<file path="config.mk">
export PLATFORM = sky130hd
export DESIGN_NAME = escaped_frame_receiver_crc16_top
export DESIGN_NICKNAME = d
export VERILOG_FILES = /design/src/efr_pkg.sv /design/src/efr_core.sv /design/src/escaped_frame_receiver_crc16_top.sv
export SDC_FILE = /design/constraint.sdc
export NUM_CORES = 1
export LEC_CHECK = 0
export BUFFER_PORTS_ARGS = -buffer_cell sky130_fd_sc_hd__clkbuf_2
export CAP_MARGIN = 25
export CORE_MARGIN = 1.5
export CORE_UTILIZATION = 50
export DETAILED_ROUTE_END_ITERATION = 7
export PLACE_DENSITY = 0.67
export SLEW_MARGIN = 15
export SYNTH_ARGS = -nofsm -noshare
export SYNTH_HDL_FRONTEND = slang
export SYNTH_SLANG_ARGS = --single-unit
</file>
<file path="constraint.sdc">
create_clock -name aclk -period 3.9 [get_ports aclk]
set_input_delay 0.78 -clock aclk [delete_from_list [all_inputs] [get_ports aclk]]
set_output_delay 0.78 -clock aclk [all_outputs]
set_load 0.1 [all_outputs]
</file>
<file path="src/efr_pkg.sv">
// ============================================================================
// efr_pkg
// Shared types, constants and the CRC-16/CCITT-FALSE byte update for the
// escaped frame receiver.
// ============================================================================
`default_nettype none

package efr_pkg;

    localparam int CfgIndexWidth = 2;

    typedef enum logic [CfgIndexWidth-1:0] {
        REG_START_CODE  = 2'd0,
        REG_END_CODE    = 2'd1,
        REG_ESCAPE_CODE = 2'd2,
        REG_UNUSED      = 2'd3
    } efr_reg_index_t;

    localparam logic [7:0]  StartCodeReset  = 8'hFD;
    localparam logic [7:0]  EndCodeReset    = 8'hFE;
    localparam logic [7:0]  EscapeCodeReset = 8'hFF;
    localparam logic [15:0] CrcInit         = 16'hFFFF;
    localparam logic [15:0] CrcPoly         = 16'h1021;

    typedef struct packed {
        logic [7:0] start_code;
        logic [7:0] end_code;
        logic [7:0] escape_code;
    } efr_codes_t;

    typedef struct packed {
        logic [7:0] data_byte;
        logic       data_valid;
        logic       discard;
        logic       frame_done;
        logic       crc_good;
        logic [6:0] frame_length;
    } efr_result_t;

    function automatic logic [15:0] crc_byte(input logic [15:0] crc, input logic [7:0] b);
        logic [15:0] c;
        c = crc ^ {b, 8'h00};
        for (int k = 0; k < 8; k++) begin
            if (c[15]) begin
                c = {c[14:0], 1'b0} ^ CrcPoly;
            end else begin
                c = {c[14:0], 1'b0};
            end
        end
        return c;
    endfunction

endpackage

`default_nettype wire

</file>
<file path="src/efr_core.sv">
// ============================================================================
// efr_core
// Framing state and per-byte decision logic: delimiter and escape handling,
// byte counting, delayed CRC accumulation and the end-of-frame check.
// ============================================================================
`default_nettype none

module efr_core
    import efr_pkg::*;
#(
    parameter int BUFFER_BYTES = 64
) (
    input  wire logic        aclk,
    input  wire logic        aresetn,
    input  wire logic        step,
    input  wire logic [7:0]  rx_byte,
    input  wire efr_codes_t  codes,
    output efr_result_t      result
);

    localparam int CountWidth = $clog2(BUFFER_BYTES + 1);
    localparam logic [CountWidth-1:0] CountFull = CountWidth'(BUFFER_BYTES);
    localparam logic [CountWidth-1:0] CountTwo  = CountWidth'(2);

    logic                  in_frame_reg, in_frame_next;
    logic                  escape_reg, escape_next;
    logic [CountWidth-1:0] count_reg, count_next;
    logic [15:0]           crc_reg, crc_next;
    logic [7:0]            tail0_reg, tail0_next;
    logic [7:0]            tail1_reg, tail1_next;

    logic                  full;
    logic [CountWidth-1:0] count_base;
    logic [15:0]           crc_base;
    logic [7:0]            tail0_base;
    logic [7:0]            tail1_base;
    logic                  is_code;
    logic                  do_append;

    assign full       = (count_reg >= CountFull);
    assign count_base = full ? '0 : count_reg;
    assign crc_base   = full ? CrcInit : crc_reg;
    assign tail0_base = full ? 8'h00 : tail0_reg;
    assign tail1_base = full ? 8'h00 : tail1_reg;
    assign is_code    = (rx_byte == codes.start_code) || (rx_byte == codes.end_code)
                     || (rx_byte == codes.escape_code);

    always_comb begin
        in_frame_next = in_frame_reg;
        escape_next   = escape_reg;
        count_next    = count_base;
        crc_next      = crc_base;
        tail0_next    = tail0_base;
        tail1_next    = tail1_base;
        do_append     = 1'b0;
        result        = '0;
        result.discard = full;

        if (escape_reg) begin
            do_append   = is_code;
            escape_next = 1'b0;
        end else if (rx_byte == codes.start_code) begin
            if (count_base != '0) begin
                result.discard = 1'b1;
            end
            count_next    = '0;
            crc_next      = CrcInit;
            tail0_next    = 8'h00;
            tail1_next    = 8'h00;
            in_frame_next = 1'b1;
        end else if ((rx_byte == codes.end_code) && in_frame_reg) begin
            result.frame_done   = 1'b1;
            result.frame_length = 7'(count_base);
            result.crc_good     = (count_base >= CountTwo) && ({tail0_base, tail1_base} == crc_base);
            in_frame_next = 1'b0;
            count_next    = '0;
            crc_next      = CrcInit;
            tail0_next    = 8'h00;
            tail1_next    = 8'h00;
        end else if ((rx_byte == codes.escape_code) && in_frame_reg) begin
            escape_next = 1'b1;
        end else if (in_frame_reg) begin
            do_append = 1'b1;
        end

        if (do_append) begin
            if (count_base >= CountTwo) begin
                crc_next = crc_byte(crc_base, tail0_base);
            end
            tail0_next        = tail1_base;
            tail1_next        = rx_byte;
            count_next        = count_base + 1'b1;
            result.data_byte  = rx_byte;
            result.data_valid = 1'b1;
        end
    end

    always_ff @(posedge aclk) begin
        if (!aresetn) begin
            in_frame_reg <= 1'b0;
            escape_reg   <= 1'b0;
            count_reg    <= '0;
            crc_reg      <= CrcInit;
            tail0_reg    <= 8'h00;
            tail1_reg    <= 8'h00;
        end else if (step) begin
            in_frame_reg <= in_frame_next;
            escape_reg   <= escape_next;
            count_reg    <= count_next;
            crc_reg      <= crc_next;
            tail0_reg    <= tail0_next;
            tail1_reg    <= tail1_next;
        end
    end

endmodule

`default_nettype wire

</file>
<file path="src/escaped_frame_receiver_crc16_top.sv">
// ============================================================================
// escaped_frame_receiver_crc16_top
// Byte-stuffed frame receiver with trailing CRC-16/CCITT-FALSE check.
// ============================================================================
// One received byte per transaction in, one result transaction out for every
// byte. A byte passes an input register and the framing logic, and its result
// lands in an output register. A new byte is taken every cycle while the output
// side keeps up; the framing logic updates its state and takes its bytewise CRC
// step for a whole byte at once, which sets that rate. Kept payload bytes
// appear with data_valid set; at an end code tlast marks the frame end together
// with its length (payload plus two CRC bytes) and the CRC verdict. Delimiter
// codes are written through the cfg port at indexes 0 (start), 1 (end) and 2
// (escape) by the user while the block is idle; the block does not enforce it.
`default_nettype none

module escaped_frame_receiver_crc16_top
    import efr_pkg::*;
#(
    parameter int BUFFER_BYTES = 64
) (
    input  wire logic                     aclk,
    input  wire logic                     aresetn,
    input  wire logic                     s_axis_tvalid,
    output logic                          s_axis_tready,
    input  wire logic [7:0]               s_axis_tdata,   // rx_byte[7:0]
    output logic                          m_axis_tvalid,
    input  wire logic                     m_axis_tready,
    output logic [15:0]                   m_axis_tdata,   // data_byte[7:0], frame_length[14:8]
    output logic [2:0]                    m_axis_tuser,   // data_valid[0], discard[1], crc_good[2]
    output logic                          m_axis_tlast,   // frame_done
    input  wire logic                     cfg_valid,
    output logic                          cfg_ready,
    input  wire logic [CfgIndexWidth-1:0] cfg_index,
    input  wire logic [7:0]               cfg_data
);

    efr_codes_t  codes_reg;
    logic        in_valid_reg;
    logic [7:0]  in_byte_reg;
    logic        out_valid_reg;
    efr_result_t out_result_reg;
    efr_result_t core_result;
    logic        out_free;
    logic        step;

    assign out_free      = !out_valid_reg || m_axis_tready;
    assign step          = in_valid_reg && out_free;
    assign s_axis_tready = aresetn && (!in_valid_reg || out_free);
    assign cfg_ready     = aresetn;

    always_ff @(posedge aclk) begin
        if (!aresetn) begin
            codes_reg.start_code  <= StartCodeReset;
            codes_reg.end_code    <= EndCodeReset;
            codes_reg.escape_code <= EscapeCodeReset;
        end else if (cfg_valid && cfg_ready) begin
            case (efr_reg_index_t'(cfg_index))
                REG_START_CODE:  codes_reg.start_code  <= cfg_data;
                REG_END_CODE:    codes_reg.end_code    <= cfg_data;
                REG_ESCAPE_CODE: codes_reg.escape_code <= cfg_data;
                default: ;
            endcase
        end
    end

    always_ff @(posedge aclk) begin
        if (!aresetn) begin
            in_valid_reg <= 1'b0;
        end else if (s_axis_tready) begin
            in_valid_reg <= s_axis_tvalid;
        end
    end

    always_ff @(posedge aclk) begin
        if (s_axis_tvalid && s_axis_tready) begin
            in_byte_reg <= s_axis_tdata;
        end
    end

    efr_core #(
        .BUFFER_BYTES(BUFFER_BYTES)
    ) u_core (
        .aclk    (aclk),
        .aresetn (aresetn),
        .step    (step),
        .rx_byte (in_byte_reg),
        .codes   (codes_reg),
        .result  (core_result)
    );

    always_ff @(posedge aclk) begin
        if (!aresetn) begin
            out_valid_reg <= 1'b0;
        end else if (out_free) begin
            out_valid_reg <= in_valid_reg;
        end
    end

    always_ff @(posedge aclk) begin
        if (step) begin
            out_result_reg <= core_result;
        end
    end

    assign m_axis_tvalid = out_valid_reg;
    assign m_axis_tdata  = {1'b0, out_result_reg.frame_length, out_result_reg.data_byte};
    assign m_axis_tuser  = {out_result_reg.crc_good, out_result_reg.discard,
                            out_result_reg.data_valid};
    assign m_axis_tlast  = out_result_reg.frame_done;

    // A passing CRC check only comes with a completed frame of at least two bytes.
    assert property (@(posedge aclk) disable iff (!aresetn)
        (m_axis_tvalid && m_axis_tuser[2]) |-> (m_axis_tlast && (m_axis_tdata[14:9] != 6'd0)))
        else $error("crc_good reported without a completed frame of two or more bytes");

    // The end code itself is never appended to the frame.
    assert property (@(posedge aclk) disable iff (!aresetn)
        (m_axis_tvalid && m_axis_tlast) |-> !m_axis_tuser[0])
        else $error("frame end reported together with an appended byte");

    // A byte held in the input register moves on whenever the output register can take it.
    assert property (@(posedge aclk) disable iff (!aresetn)
        (in_valid_reg && !out_valid_reg) |=> out_valid_reg)
        else $error("pending byte did not advance into an empty output register");

    // An empty input register always accepts a new transaction.
    assert property (@(posedge aclk) disable iff (!aresetn)
        !in_valid_reg |-> s_axis_tready)
        else $error("input stalled while the input register is empty");

endmodule

`default_nettype wire
</file>
==> out/metrics.csv, run 1 <==
stage,metric,value,unit
global_routing,overflow,0,
timing,final.setup.tns,0,ns
logic_synthesis,ys_types,58,
setup_path,r2r-start,in_byte_reg[1],
floorplanning,dieArea,9280,um2
global_routing,grt_max_degree,38,
cells_and_area,area_growth,11.1,%
hold_path,whs_path_depth,2,
clocking,cts_setup_buffers,0,
timing,hold_viol_final,0,
power_and_ir_drop,seq_power_share,0.546,
hold_path,hp-class,reg -> reg,
floorplanning,fp.dieW,96.3,um
clocking,cts_made_buffers,9,
setup_path,crit_cells,6,
floorplanning,start_util,0.522,
floorplanning,die_h,96.3,um
logic_synthesis,ys_ff_latch,94,
detailed_routing,wirelength,9.52,mm
logic_synthesis,async_flop_share,0,
clocking,cts_max_path_buffers,2,
setup_path,rr_worst_depth,6,
placement,gp_congestion,0.864,
power_and_ir_drop,netSwitchingPower,0.501,mW
setup_path,crit_arrival,3.24,ns
clocking,clkSlewWorstSetupHoldPaths,0.10,ns
logic_synthesis,netlist_instances,439,
detailed_routing,via_count,3350,
placement,port_buffers,44,
hold_path,hold_path_end,codes_reg[8],
logic_synthesis,synth_ff_type,dfxtp_1,
setup_path,critPathLaunchType,flip-flop,
cells_and_area,final_cell_mix,"nand2_1, dfxtp_1, clkbuf_2, xnor2_1, nor2_1",
clocking,clockRootBuffer,clkbuf_8,
logic_synthesis,synth-edff-count,27,
detailed_routing,drt-initial-drc-count,313,
setup_path,worstPathRequired,4.20,ns
setup_path,critPathBufInv,0,
power_and_ir_drop,powerDensity,394,nW/um2
setup_path,cp_slowest_cell,o41ai_4,
detailed_routing,drt_pass1_iterations,5,
setup_path,path_delay_family,compound AO/OA/AOI/OAI gates,
timing,relSlewSlack,0.378,
timing,fmax,339,MHz
flow_run,drv_cap,0,
setup_path,reg2reg_slack,0.95,ns
placement,dpl.hpwl,6.57,mm
power_and_ir_drop,swShare,0.262,
cells_and_area,largest_reg_flops,24,
timing,worst_pin_slew,0.930,ns
setup_path,crit_chain,xnor2_1 > nand4_1 > nor2_1 > nor4_4 > o41ai_4 > a22o_1,
power_and_ir_drop,ir_drop,0.000290,V
clocking,clock_latency,0.36,ns
floorplanning,core,8340,um2
timing,finalSetupViolations,0,
setup_path,cp_max_fo,17,
detailed_routing,ant_nets,0,
timing,skew,0.0147,ns
setup_path,critPathKind,reg -> reg,
setup_path,regToRegEndpoint,u_core.tail1_reg[1],
cells_and_area,drive_gt1_frac,0.154,
global_routing,grt_usage,0.224,
floorplanning,fp-row-count,33,
timing,rsz0062_at_grt,false,
floorplanning,num_io_pins,46,
detailed_routing,drt-wirelength-per-cell,16.3,um
timing,fin_crit_sh,0.756,
detailed_routing,vias_per_cell,5.73,
global_routing,grt_antenna_before_repair,0,
power_and_ir_drop,clkPwrFrac,0.366,
timing,slew_violations,0,
global_routing,grt_pass1_vias,3199,
power_and_ir_drop,intPower,1.41,mW
timing,post-route-min-period,2.95,ns
detailed_routing,drc,0,
clocking,cts.sinks,94,
clocking,h-tree-depth,3,
power_and_ir_drop,p_comb_frac,0.088,
clocking,cts_tree,done,
setup_path,cp-startpoint,in_byte_reg[1],
cells_and_area,fin_util,0.580,
logic_synthesis,yosysSeqAreaShare,0.494,
logic_synthesis,avgSynthCellArea,9.92,um2
setup_path,critPathMaxStageDelay,0.89,ns
cells_and_area,nNetsFinal,501,
hold_path,min_from,codes_reg[8],
cells_and_area,antenna_cells,0,
run_status,status,completed,
logic_synthesis,synthesis.area,4360,um2
setup_path,end_kind,flip-flop,
global_routing,grt_pass1_wl,15.8,mm
power_and_ir_drop,leakagePower,1.82,nW
clocking,hold_buffers,0,
clocking,cts-resized-gates,0,
logic_synthesis,ys.warnings.count,0,
[routing by layer]
layer	track usage	part of all wire	vias up
met5	0	0	-
met4	0.0882	0.021	0
met3	0.0537	0.056	13
met2	0.340	0.45	129
met1	0.307	0.48	1572
li1	-	-	1636
[power by group through the flow]
stage	logic, mW	clock network, mW	registers, mW
global placement	0.167	0	1.06
floorplan	0.0738	0	1.12
global route	0.181	0.748	1.04
CTS	0.169	0.711	1.04
detailed placement	0.168	0	1.06
finish	0.168	0.698	1.04
[synth_stat cells, types with 6 or more instances]
cell      number  area (um2)
nand2_1       67         251
and2_1        11        68.8
xor2_1        23         201
edfxtp_1      27         811
clkbuf_1      10        37.5
nand4_1        7        43.8
nand3_1       27         135
nor2_1        28         105
a32o_1         8        80.1
dfxtp_1       67        1340
buf_1          6        22.5
a21oi_1        7        35.0
nor2b_1        6        37.5
o22a_1        15         131
xnor2_1       32         280
nor4_1         8        50.1
inv_1         10        37.5
a22o_1         9        78.8
[through the flow]
step	instances	total power [mW]	hold slack [ns]	worst slack, ns	instance area, um2
after floorplan	440	1.19	0.449	0.148	4360
after global placement	569	1.23	0.458	0.948	4620
after detailed placement	569	1.23	0.462	0.900	4620
after CTS	585	1.92	0.476	1.01	4840
after global routing	585	1.97	0.495	0.809	4840
final	585	1.91	0.477	0.953	4840
[cell families after synthesis]
family                     synth area share
AOI/OAI and AO/OA                     0.144
xor gates and xnor gates              0.111
adders and majority gates           0.00862
buffers and inverters                0.0371
DFF                                   0.494
muxes                               0.00460
other                              0.000861
and+or+nand+nor                       0.200
[worst max-delay path by stage]
stage               slack [ns]                   to
floorplan                 0.15       in_byte_reg[0]
detailed placement        0.90    u_core.crc_reg[7]
CTS                       1.01  u_core.tail1_reg[1]
global placement          0.95    u_core.crc_reg[2]
global route              0.81  u_core.tail1_reg[7]
finish                    0.95  u_core.tail1_reg[1]
[worst reg2reg max path: cells and delay by family, from the launching register on]
kind / cells / cell delay, ns
xor+xnor: 1 / 0.22
simple gates: 3 / 0.94
compound gates: 2 / 1.16
flops: 1 / 0.57
[layout make-up]
class                           instances  area, um2
Timing Repair Buffer                   49        258
Tap cell                              105        131
Multi-Input combinational cell        311       2050
Sequential cell                        94       2150
Inverter                               10       37.5
Clock inverter                          5       63.8
Clock buffer                           11        153
Fill cell                             747       3500
(Power assumes the default switching activity.)
==> inputs of run 2 (changes only) <==
==> constraint.sdc (replaced) <==
create_clock -name aclk -period 2.9 [get_ports aclk]
set_input_delay 0.58 -clock aclk [delete_from_list [all_inputs] [get_ports aclk]]
set_output_delay 0.58 -clock aclk [all_outputs]
set_load 0.1 [all_outputs]
==> run 2 against run 1 <==
Effect of this change:
- core utilization grew 0.72 points
- via count grew 0.51%
- worst hold slack lost 0.092 ns
- largest cell class unchanged
- first-iteration DRC count shrank 26%
- largest power group unchanged
- critical endpoint is now u_core.crc_reg[5]
- sequential share of layout area shrank 0.52 points
==> out/metrics.csv, run 2 (synthesized netlist as in run 1, its figures left out) <==
stage,metric,value,unit,change
global_routing,grt_pass1_wl,15.5,mm,-2.0%
setup_path,end_kind,flip-flop,,
detailed_routing,ant_nets,0,,unchanged
flow_run,drv_cap,0,,unchanged
cells_and_area,area_growth,12.5,%,
hold_path,whs_path_depth,1,,-1
setup_path,critPathBufInv,0,,unchanged
setup_path,critPathLaunchType,flip-flop,,
timing,skew,0.0163,ns,+0.00159 ns
clocking,cts_made_buffers,9,,unchanged
setup_path,rr_worst_depth,6,,unchanged
timing,final.setup.tns,0,ns,unchanged
detailed_routing,via_count,3367,,+0.51%
global_routing,grt_usage,0.224,,about the same
hold_path,min_from,s_axis_tdata[0],,
clocking,clockRootBuffer,clkbuf_8,,
setup_path,critPathKind,reg -> reg,,
setup_path,cp_max_fo,15,,-2
global_routing,grt_max_degree,24,,-37%
power_and_ir_drop,p_total,2.48,mW,+30%
setup_path,crit_arrival,2.84,ns,-0.40 ns
hold_path,hp-class,in -> reg,,
setup_path,regToRegEndpoint,u_core.crc_reg[5],,
setup_path,crit_chain,xor2_1 > nor4_1 > nand2_1 > a31oi_2 > o2111ai_2 > o22a_1,,
placement,port_buffers,44,,unchanged
detailed_routing,drt-wirelength-per-cell,16.3,um,about the same
timing,hold_viol_final,0,,unchanged
global_routing,grt_antenna_before_repair,0,,unchanged
clocking,hold_buffers,0,,unchanged
power_and_ir_drop,leakagePower,1.85,nW,+1.8%
clocking,cts.sinks,94,,unchanged
global_routing,grt_pass1_vias,3165,,-1.1%
timing,finalSetupViolations,0,,unchanged
floorplanning,die_h,96.3,um,unchanged
clocking,clkSlewWorstSetupHoldPaths,0.10,ns,about the same
setup_path,r2r-start,in_byte_reg[1],,
detailed_routing,drc,0,,unchanged
placement,dpl.hpwl,7.06,mm,+7.4%
detailed_routing,wirelength,9.64,mm,+1.3%
floorplanning,dieArea,9280,um2,unchanged
detailed_routing,vias_per_cell,5.69,,-0.68%
timing,relSlewSlack,0.482,,+0.104
setup_path,path_delay_family,compound AO/OA/AOI/OAI gates,,
timing,fin_crit_sh,0.891,,+0.135
setup_path,cp_slowest_cell,edfxtp_1,,
timing,rsz0062_at_grt,false,,
floorplanning,num_io_pins,46,,unchanged
detailed_routing,drt_pass1_iterations,5,,unchanged
placement,gp_congestion,0.936,,+8.3%
setup_path,reg2reg_slack,0.32,ns,-0.64 ns
clocking,clock_latency,0.37,ns,about the same
power_and_ir_drop,ir_drop,0.000374,V,+29%
cells_and_area,largest_reg_flops,24,,unchanged
cells_and_area,fin_util,0.588,,+0.00720
cells_and_area,final_cell_mix,"nand2_1, dfxtp_1, clkbuf_2, xnor2_1, nor2_1",,
detailed_routing,drt-initial-drc-count,231,,-26%
cells_and_area,drive_gt1_frac,0.172,,+0.0183
cells_and_area,nNetsFinal,508,,+1.4%
floorplanning,start_util,0.522,,unchanged
cells_and_area,final_common_cell,nand2_1,,
hold_path,hold_path_end,in_byte_reg[0],,
timing,post-route-min-period,2.58,ns,-0.363 ns
floorplanning,core,8340,um2,unchanged
timing,slew_violations,0,,unchanged
timing,fmax,387,MHz,+14%
cells_and_area,antenna_cells,0,,unchanged
clocking,cts_tree,done,,
floorplanning,fp.dieW,96.3,um,unchanged
setup_path,critPathMaxStageDelay,0.55,ns,-0.34 ns
power_and_ir_drop,powerDensity,505,nW/um2,+28%
global_routing,overflow,0,,unchanged
setup_path,worstPathRequired,3.16,ns,-1.04 ns
run_status,status,completed,,
clocking,h-tree-depth,3,,unchanged
floorplanning,fp-row-count,33,,unchanged
cells_and_area,nFillCells,738,,-1.2%
timing,worst_pin_slew,0.777,ns,-0.153 ns
clocking,cts_max_path_buffers,2,,unchanged
[run 2: final cells by class]
cell class	instances	area, um2	area share
Clock buffer	9	124	0.0253
Clock inverter	7	67.6	0.0138
Inverter	10	37.5	0.00766
Multi-Input combinational cell	311	2050	0.418
Sequential cell	94	2150	0.439
Tap cell	105	131	0.0268
Timing Repair Buffer	56	338	0.0689
[run 2: where the power goes]
part | internal [mW] | switching [mW]
sequential | 1.38 | 0.0220
combinational | 0.0613 | 0.179
clock | 0.333 | 0.503
total | 1.77 | 0.704
[run 2: how the worst max path moves through the flow]
stage,from,endpoint,slack (ns),cells past startpoint
after CTS,in_byte_reg[1],u_core.tail1_reg[0],0.20,6
final,in_byte_reg[1],u_core.crc_reg[5],0.32,6
after floorplan,aresetn,in_byte_reg[0],0.02,5
after global routing,in_byte_reg[1],u_core.crc_reg[5],0.08,6
after global placement,in_byte_reg[1],u_core.tail1_reg[2],0.32,6
after detailed placement,in_byte_reg[1],u_core.tail1_reg[0],0.25,6
[run 2: per-layer routing]
layer / vias to the layer above / track usage / routed length (um)
met3: 22 / 0.0324 / 362
met4: 0 / 0.0942 / 233
li1: 1661 / - / -
met5: - / 0 / 0
met2: 95 / 0.368 / 4540
met1: 1589 / 0.293 / 4500
[run 2: what timing repair did]
| action | in CTS | in global routing |
|---|---|---|
| gates resized for setup | 0 | 0 |
| setup endpoints to repair | 0 | 11 |
| hold endpoints to repair | 0 | 0 |
| setup buffers | 0 | 1 |
[run 2: through the flow]
| step | setup WS [ns] | hold WS [ns] | instances | area (um2) |
|---|---|---|---|---|
| floorplan | 0.0236 | 0.449 | 440 | 4360 |
| global placement | 0.321 | 0.460 | 575 | 4690 |
| detailed placement | 0.247 | 0.471 | 575 | 4690 |
| CTS | 0.200 | 0.371 | 591 | 4880 |
| global route | 0.0797 | 0.367 | 592 | 4900 |
| finish | 0.317 | 0.385 | 592 | 4900 |
[run 2: worst reg2reg max path, stage by stage, from the launching register on]
cell       delay (ns)
edfxtp_1         0.55
xor2_1           0.20
nor4_1           0.40
nand2_1          0.23
a31oi_2          0.35
o2111ai_2        0.43
o22a_1           0.32
==> inputs of run 3 (changes only) <==
--- a/config.mk
+++ b/config.mk
@@ -10,7 +10,7 @@
 export CORE_MARGIN = 1.5
 export CORE_UTILIZATION = 50
 export DETAILED_ROUTE_END_ITERATION = 7
-export PLACE_DENSITY = 0.67
+export PLACE_DENSITY = 0.69
 export SLEW_MARGIN = 15
 export SYNTH_ARGS = -nofsm -noshare
 export SYNTH_HDL_FRONTEND = slang
==> constraint.sdc (replaced) <==
create_clock -name aclk -period 2.3 [get_ports aclk]
set_input_delay 0.46 -clock aclk [delete_from_list [all_inputs] [get_ports aclk]]
set_output_delay 0.46 -clock aclk [all_outputs]
set_load 0.1 [all_outputs]
==> run 3 against run 2 <==
Effect of this change:
- sequential power grew 26%
- first-iteration DRC count shrank 7.4%
- register-to-register slack lost 0.27 ns
- via count grew 7.3%
- die area is the same
- total power grew 26%
- combinational power grew 43%
- clock power grew 23%
- sequential cell count is the same
- design area grew 11%
- non-clock buffer count grew 48
- critical path type unchanged
==> out/metrics.csv, run 3 (synthesized netlist as in run 1, its figures left out) <==
stage,metric,value,unit,change
run_status,status,completed,,
power_and_ir_drop,p_total,3.13,mW,+26%
timing,finalSetupViolations,0,,unchanged
cells_and_area,area_growth,24.6,%,
timing,rsz0062_at_grt,true,,
setup_path,path_delay_family,simple AND/OR/NAND/NOR gates,,
timing,skew,0.0136,ns,-0.00273 ns
timing,fin_crit_sh,0.980,,+0.0887
cells_and_area,final_cell_mix,"nand2_1, dfxtp_1, buf_4, clkbuf_2, xnor2_1",,
detailed_routing,drt-initial-drc-count,214,,-7.4%
setup_path,worstPathRequired,2.61,ns,-0.55 ns
detailed_routing,via_count,3612,,+7.3%
setup_path,critPathLaunchType,flip-flop,,
cells_and_area,register_area,2160,um2,+0.12%
global_routing,overflow,0,,unchanged
placement,dp.cells,609,,+5.9%
detailed_routing,drt-wirelength-per-cell,16.8,um,+3.1%
global_routing,grt_usage,0.241,,+0.0177
setup_path,cp_max_fo,16,,+1
clocking,clkSlewWorstSetupHoldPaths,0.10,ns,about the same
cells_and_area,stdcell_count,640,,+8.1%
timing,hold_viol_final,0,,unchanged
setup_path,crit_arrival,2.56,ns,-0.28 ns
flow_run,drv_cap,0,,unchanged
placement,place_ws,-0.261,ns,-0.509 ns
detailed_routing,drc,0,,unchanged
cells_and_area,drive_gt1_frac,0.265,,+0.0929
timing,relSlewSlack,0.578,,+0.0953
clocking,clock_latency,0.37,ns,about the same
global_routing,grt_pass1_vias,3330,,+5.2%
global_routing,grt_antenna_before_repair,0,,unchanged
detailed_routing,drt_pass1_iterations,5,,unchanged
timing,worst_pin_slew,0.632,ns,-0.144 ns
timing,setup_ws,0.0471,ns,-0.269 ns
clocking,hold_buffers,0,,unchanged
cells_and_area,antenna_cells,0,,unchanged
placement,gp_congestion,0.926,,-1.0%
floorplanning,core,8340,um2,unchanged
clocking,h-tree-depth,3,,unchanged
cells_and_area,nFillCells,695,,-5.8%
cells_and_area,nNetsFinal,556,,+9.4%
floorplanning,fp.dieW,96.3,um,unchanged
clocking,cts_max_path_buffers,2,,unchanged
floorplanning,die_h,96.3,um,unchanged
cells_and_area,multi_input_area,2150,um2,+4.8%
detailed_routing,wirelength,10.7,mm,+11%
timing,slew_violations,0,,unchanged
global_routing,grt_max_degree,38,,+58%
clocking,clockRootBuffer,clkbuf_8,,
clocking,cts.sinks,94,,unchanged
timing,fmax,444,MHz,+15%
detailed_routing,ant_nets,0,,unchanged
floorplanning,num_io_pins,46,,unchanged
setup_path,cp_slowest_cell,or4_1,,
setup_path,crit_chain,xor2_1 > nor4_2 > buf_4 > and2_4 > buf_6 > or4_1 > o2111ai_2 > buf_12 > a2bb2oi_1,,
setup_path,critPathBufInv,3,,+3
hold_path,hp-class,in -> reg,,
power_and_ir_drop,leakagePower,2.13,nW,+15%
clocking,cts_tree,done,,
cells_and_area,largest_reg_flops,24,,unchanged
placement,dpl.hpwl,7.73,mm,+9.5%
floorplanning,start_util,0.522,,unchanged
floorplanning,dieArea,9280,um2,unchanged
global_routing,grt_pass1_wl,16.7,mm,+7.9%
setup_path,critPathMaxStageDelay,0.53,ns,-0.02 ns
clocking,cts_made_buffers,9,,unchanged
detailed_routing,vias_per_cell,5.64,,-0.77%
timing,post-route-min-period,2.25,ns,-0.331 ns
setup_path,end_kind,flip-flop,,
setup_path,critPathKind,reg -> reg,,
floorplanning,fp-row-count,33,,unchanged
power_and_ir_drop,ir_drop,0.000405,V,+8.2%
placement,port_buffers,44,,unchanged
power_and_ir_drop,powerDensity,577,nW/um2,+14%
-- run 3: cell count changes in the layout (fill, tap and decap cells not counted), moves of 2 or more --
cell | before | now
buf_6 | 0 | 2
or2_4 | 0 | 2
buf_12 | 2 | 6
or2_1 | 2 | 0
nor4_1 | 8 | 6
nor4_2 | 0 | 2
buf_4 | 11 | 53
-- run 3: worst reg2reg max path, stage by stage (launching register included) --
cell and delay, ns:
edfxtp_1 0.43, xor2_1 0.24, nor4_2 0.09, buf_4 0.14, and2_4 0.14, buf_6 0.13
or4_1 0.54, o2111ai_2 0.15, buf_12 0.19, a2bb2oi_1 0.15
-- run 3: where the power goes --
| group | switching (mW) | total, mW | internal [mW] |
|---|---|---|---|
| registers | 0.0254 | 1.76 | 1.74 |
| logic | 0.242 | 0.343 | 0.101 |
| clock network | 0.597 | 1.03 | 0.428 |
-- run 3: final cells by class --
class | instances | share of cell area
Timing Repair Buffer | 104 | 0.143
Tap cell | 105 | 0.0242
Clock inverter | 6 | 0.00807
Clock buffer | 10 | 0.0254
Sequential cell | 94 | 0.397
Multi-Input combinational cell | 311 | 0.395
Inverter | 10 | 0.00691
-- run 3: final timing paths --
check	slack (ns)	start	to	cells past startpoint
min reg2reg	0.47	codes_reg[8]	codes_reg[8]	2
min	0.26	s_axis_tdata[2]	in_byte_reg[2]	1
max	0.05	in_byte_reg[7]	u_core.crc_reg[4]	9
max reg2reg	0.05	in_byte_reg[7]	u_core.crc_reg[4]	9
-- run 3: repair_timing --
| action | in CTS | in global routing |
|---|---|---|
| pin swaps | 4 | 18 |
| gates cloned | 0 | 1 |
| setup endpoints to repair | 45 | 47 |
| setup buffers | 3 | 11 |
| resized for setup | 7 | 8 |
-- run 3: per-stage QoR --
stage	hold slack [ns]	util	cell area, um2	TNS (ns)
2_1_floorplan	0.449	-	4380	0
3_3_place_gp	0.460	0.599	5000	-8.71
3_5_place_dp	0.466	0.599	5000	-9.52
4_1_cts	0.252	0.631	5260	0
5_1_grt	0.250	0.651	5430	-0.424
6_report	0.263	0.651	5430	0
-- run 3: routing by layer --
layer | vias to the layer above | part of all wire | global-route usage
met4 | 0 | 0.016 | 0.0942
li1 | 1747 | - | -
met5 | - | 0 | 0
met3 | 17 | 0.057 | 0.0395
met1 | 1715 | 0.45 | 0.316
met2 | 133 | 0.48 | 0.398
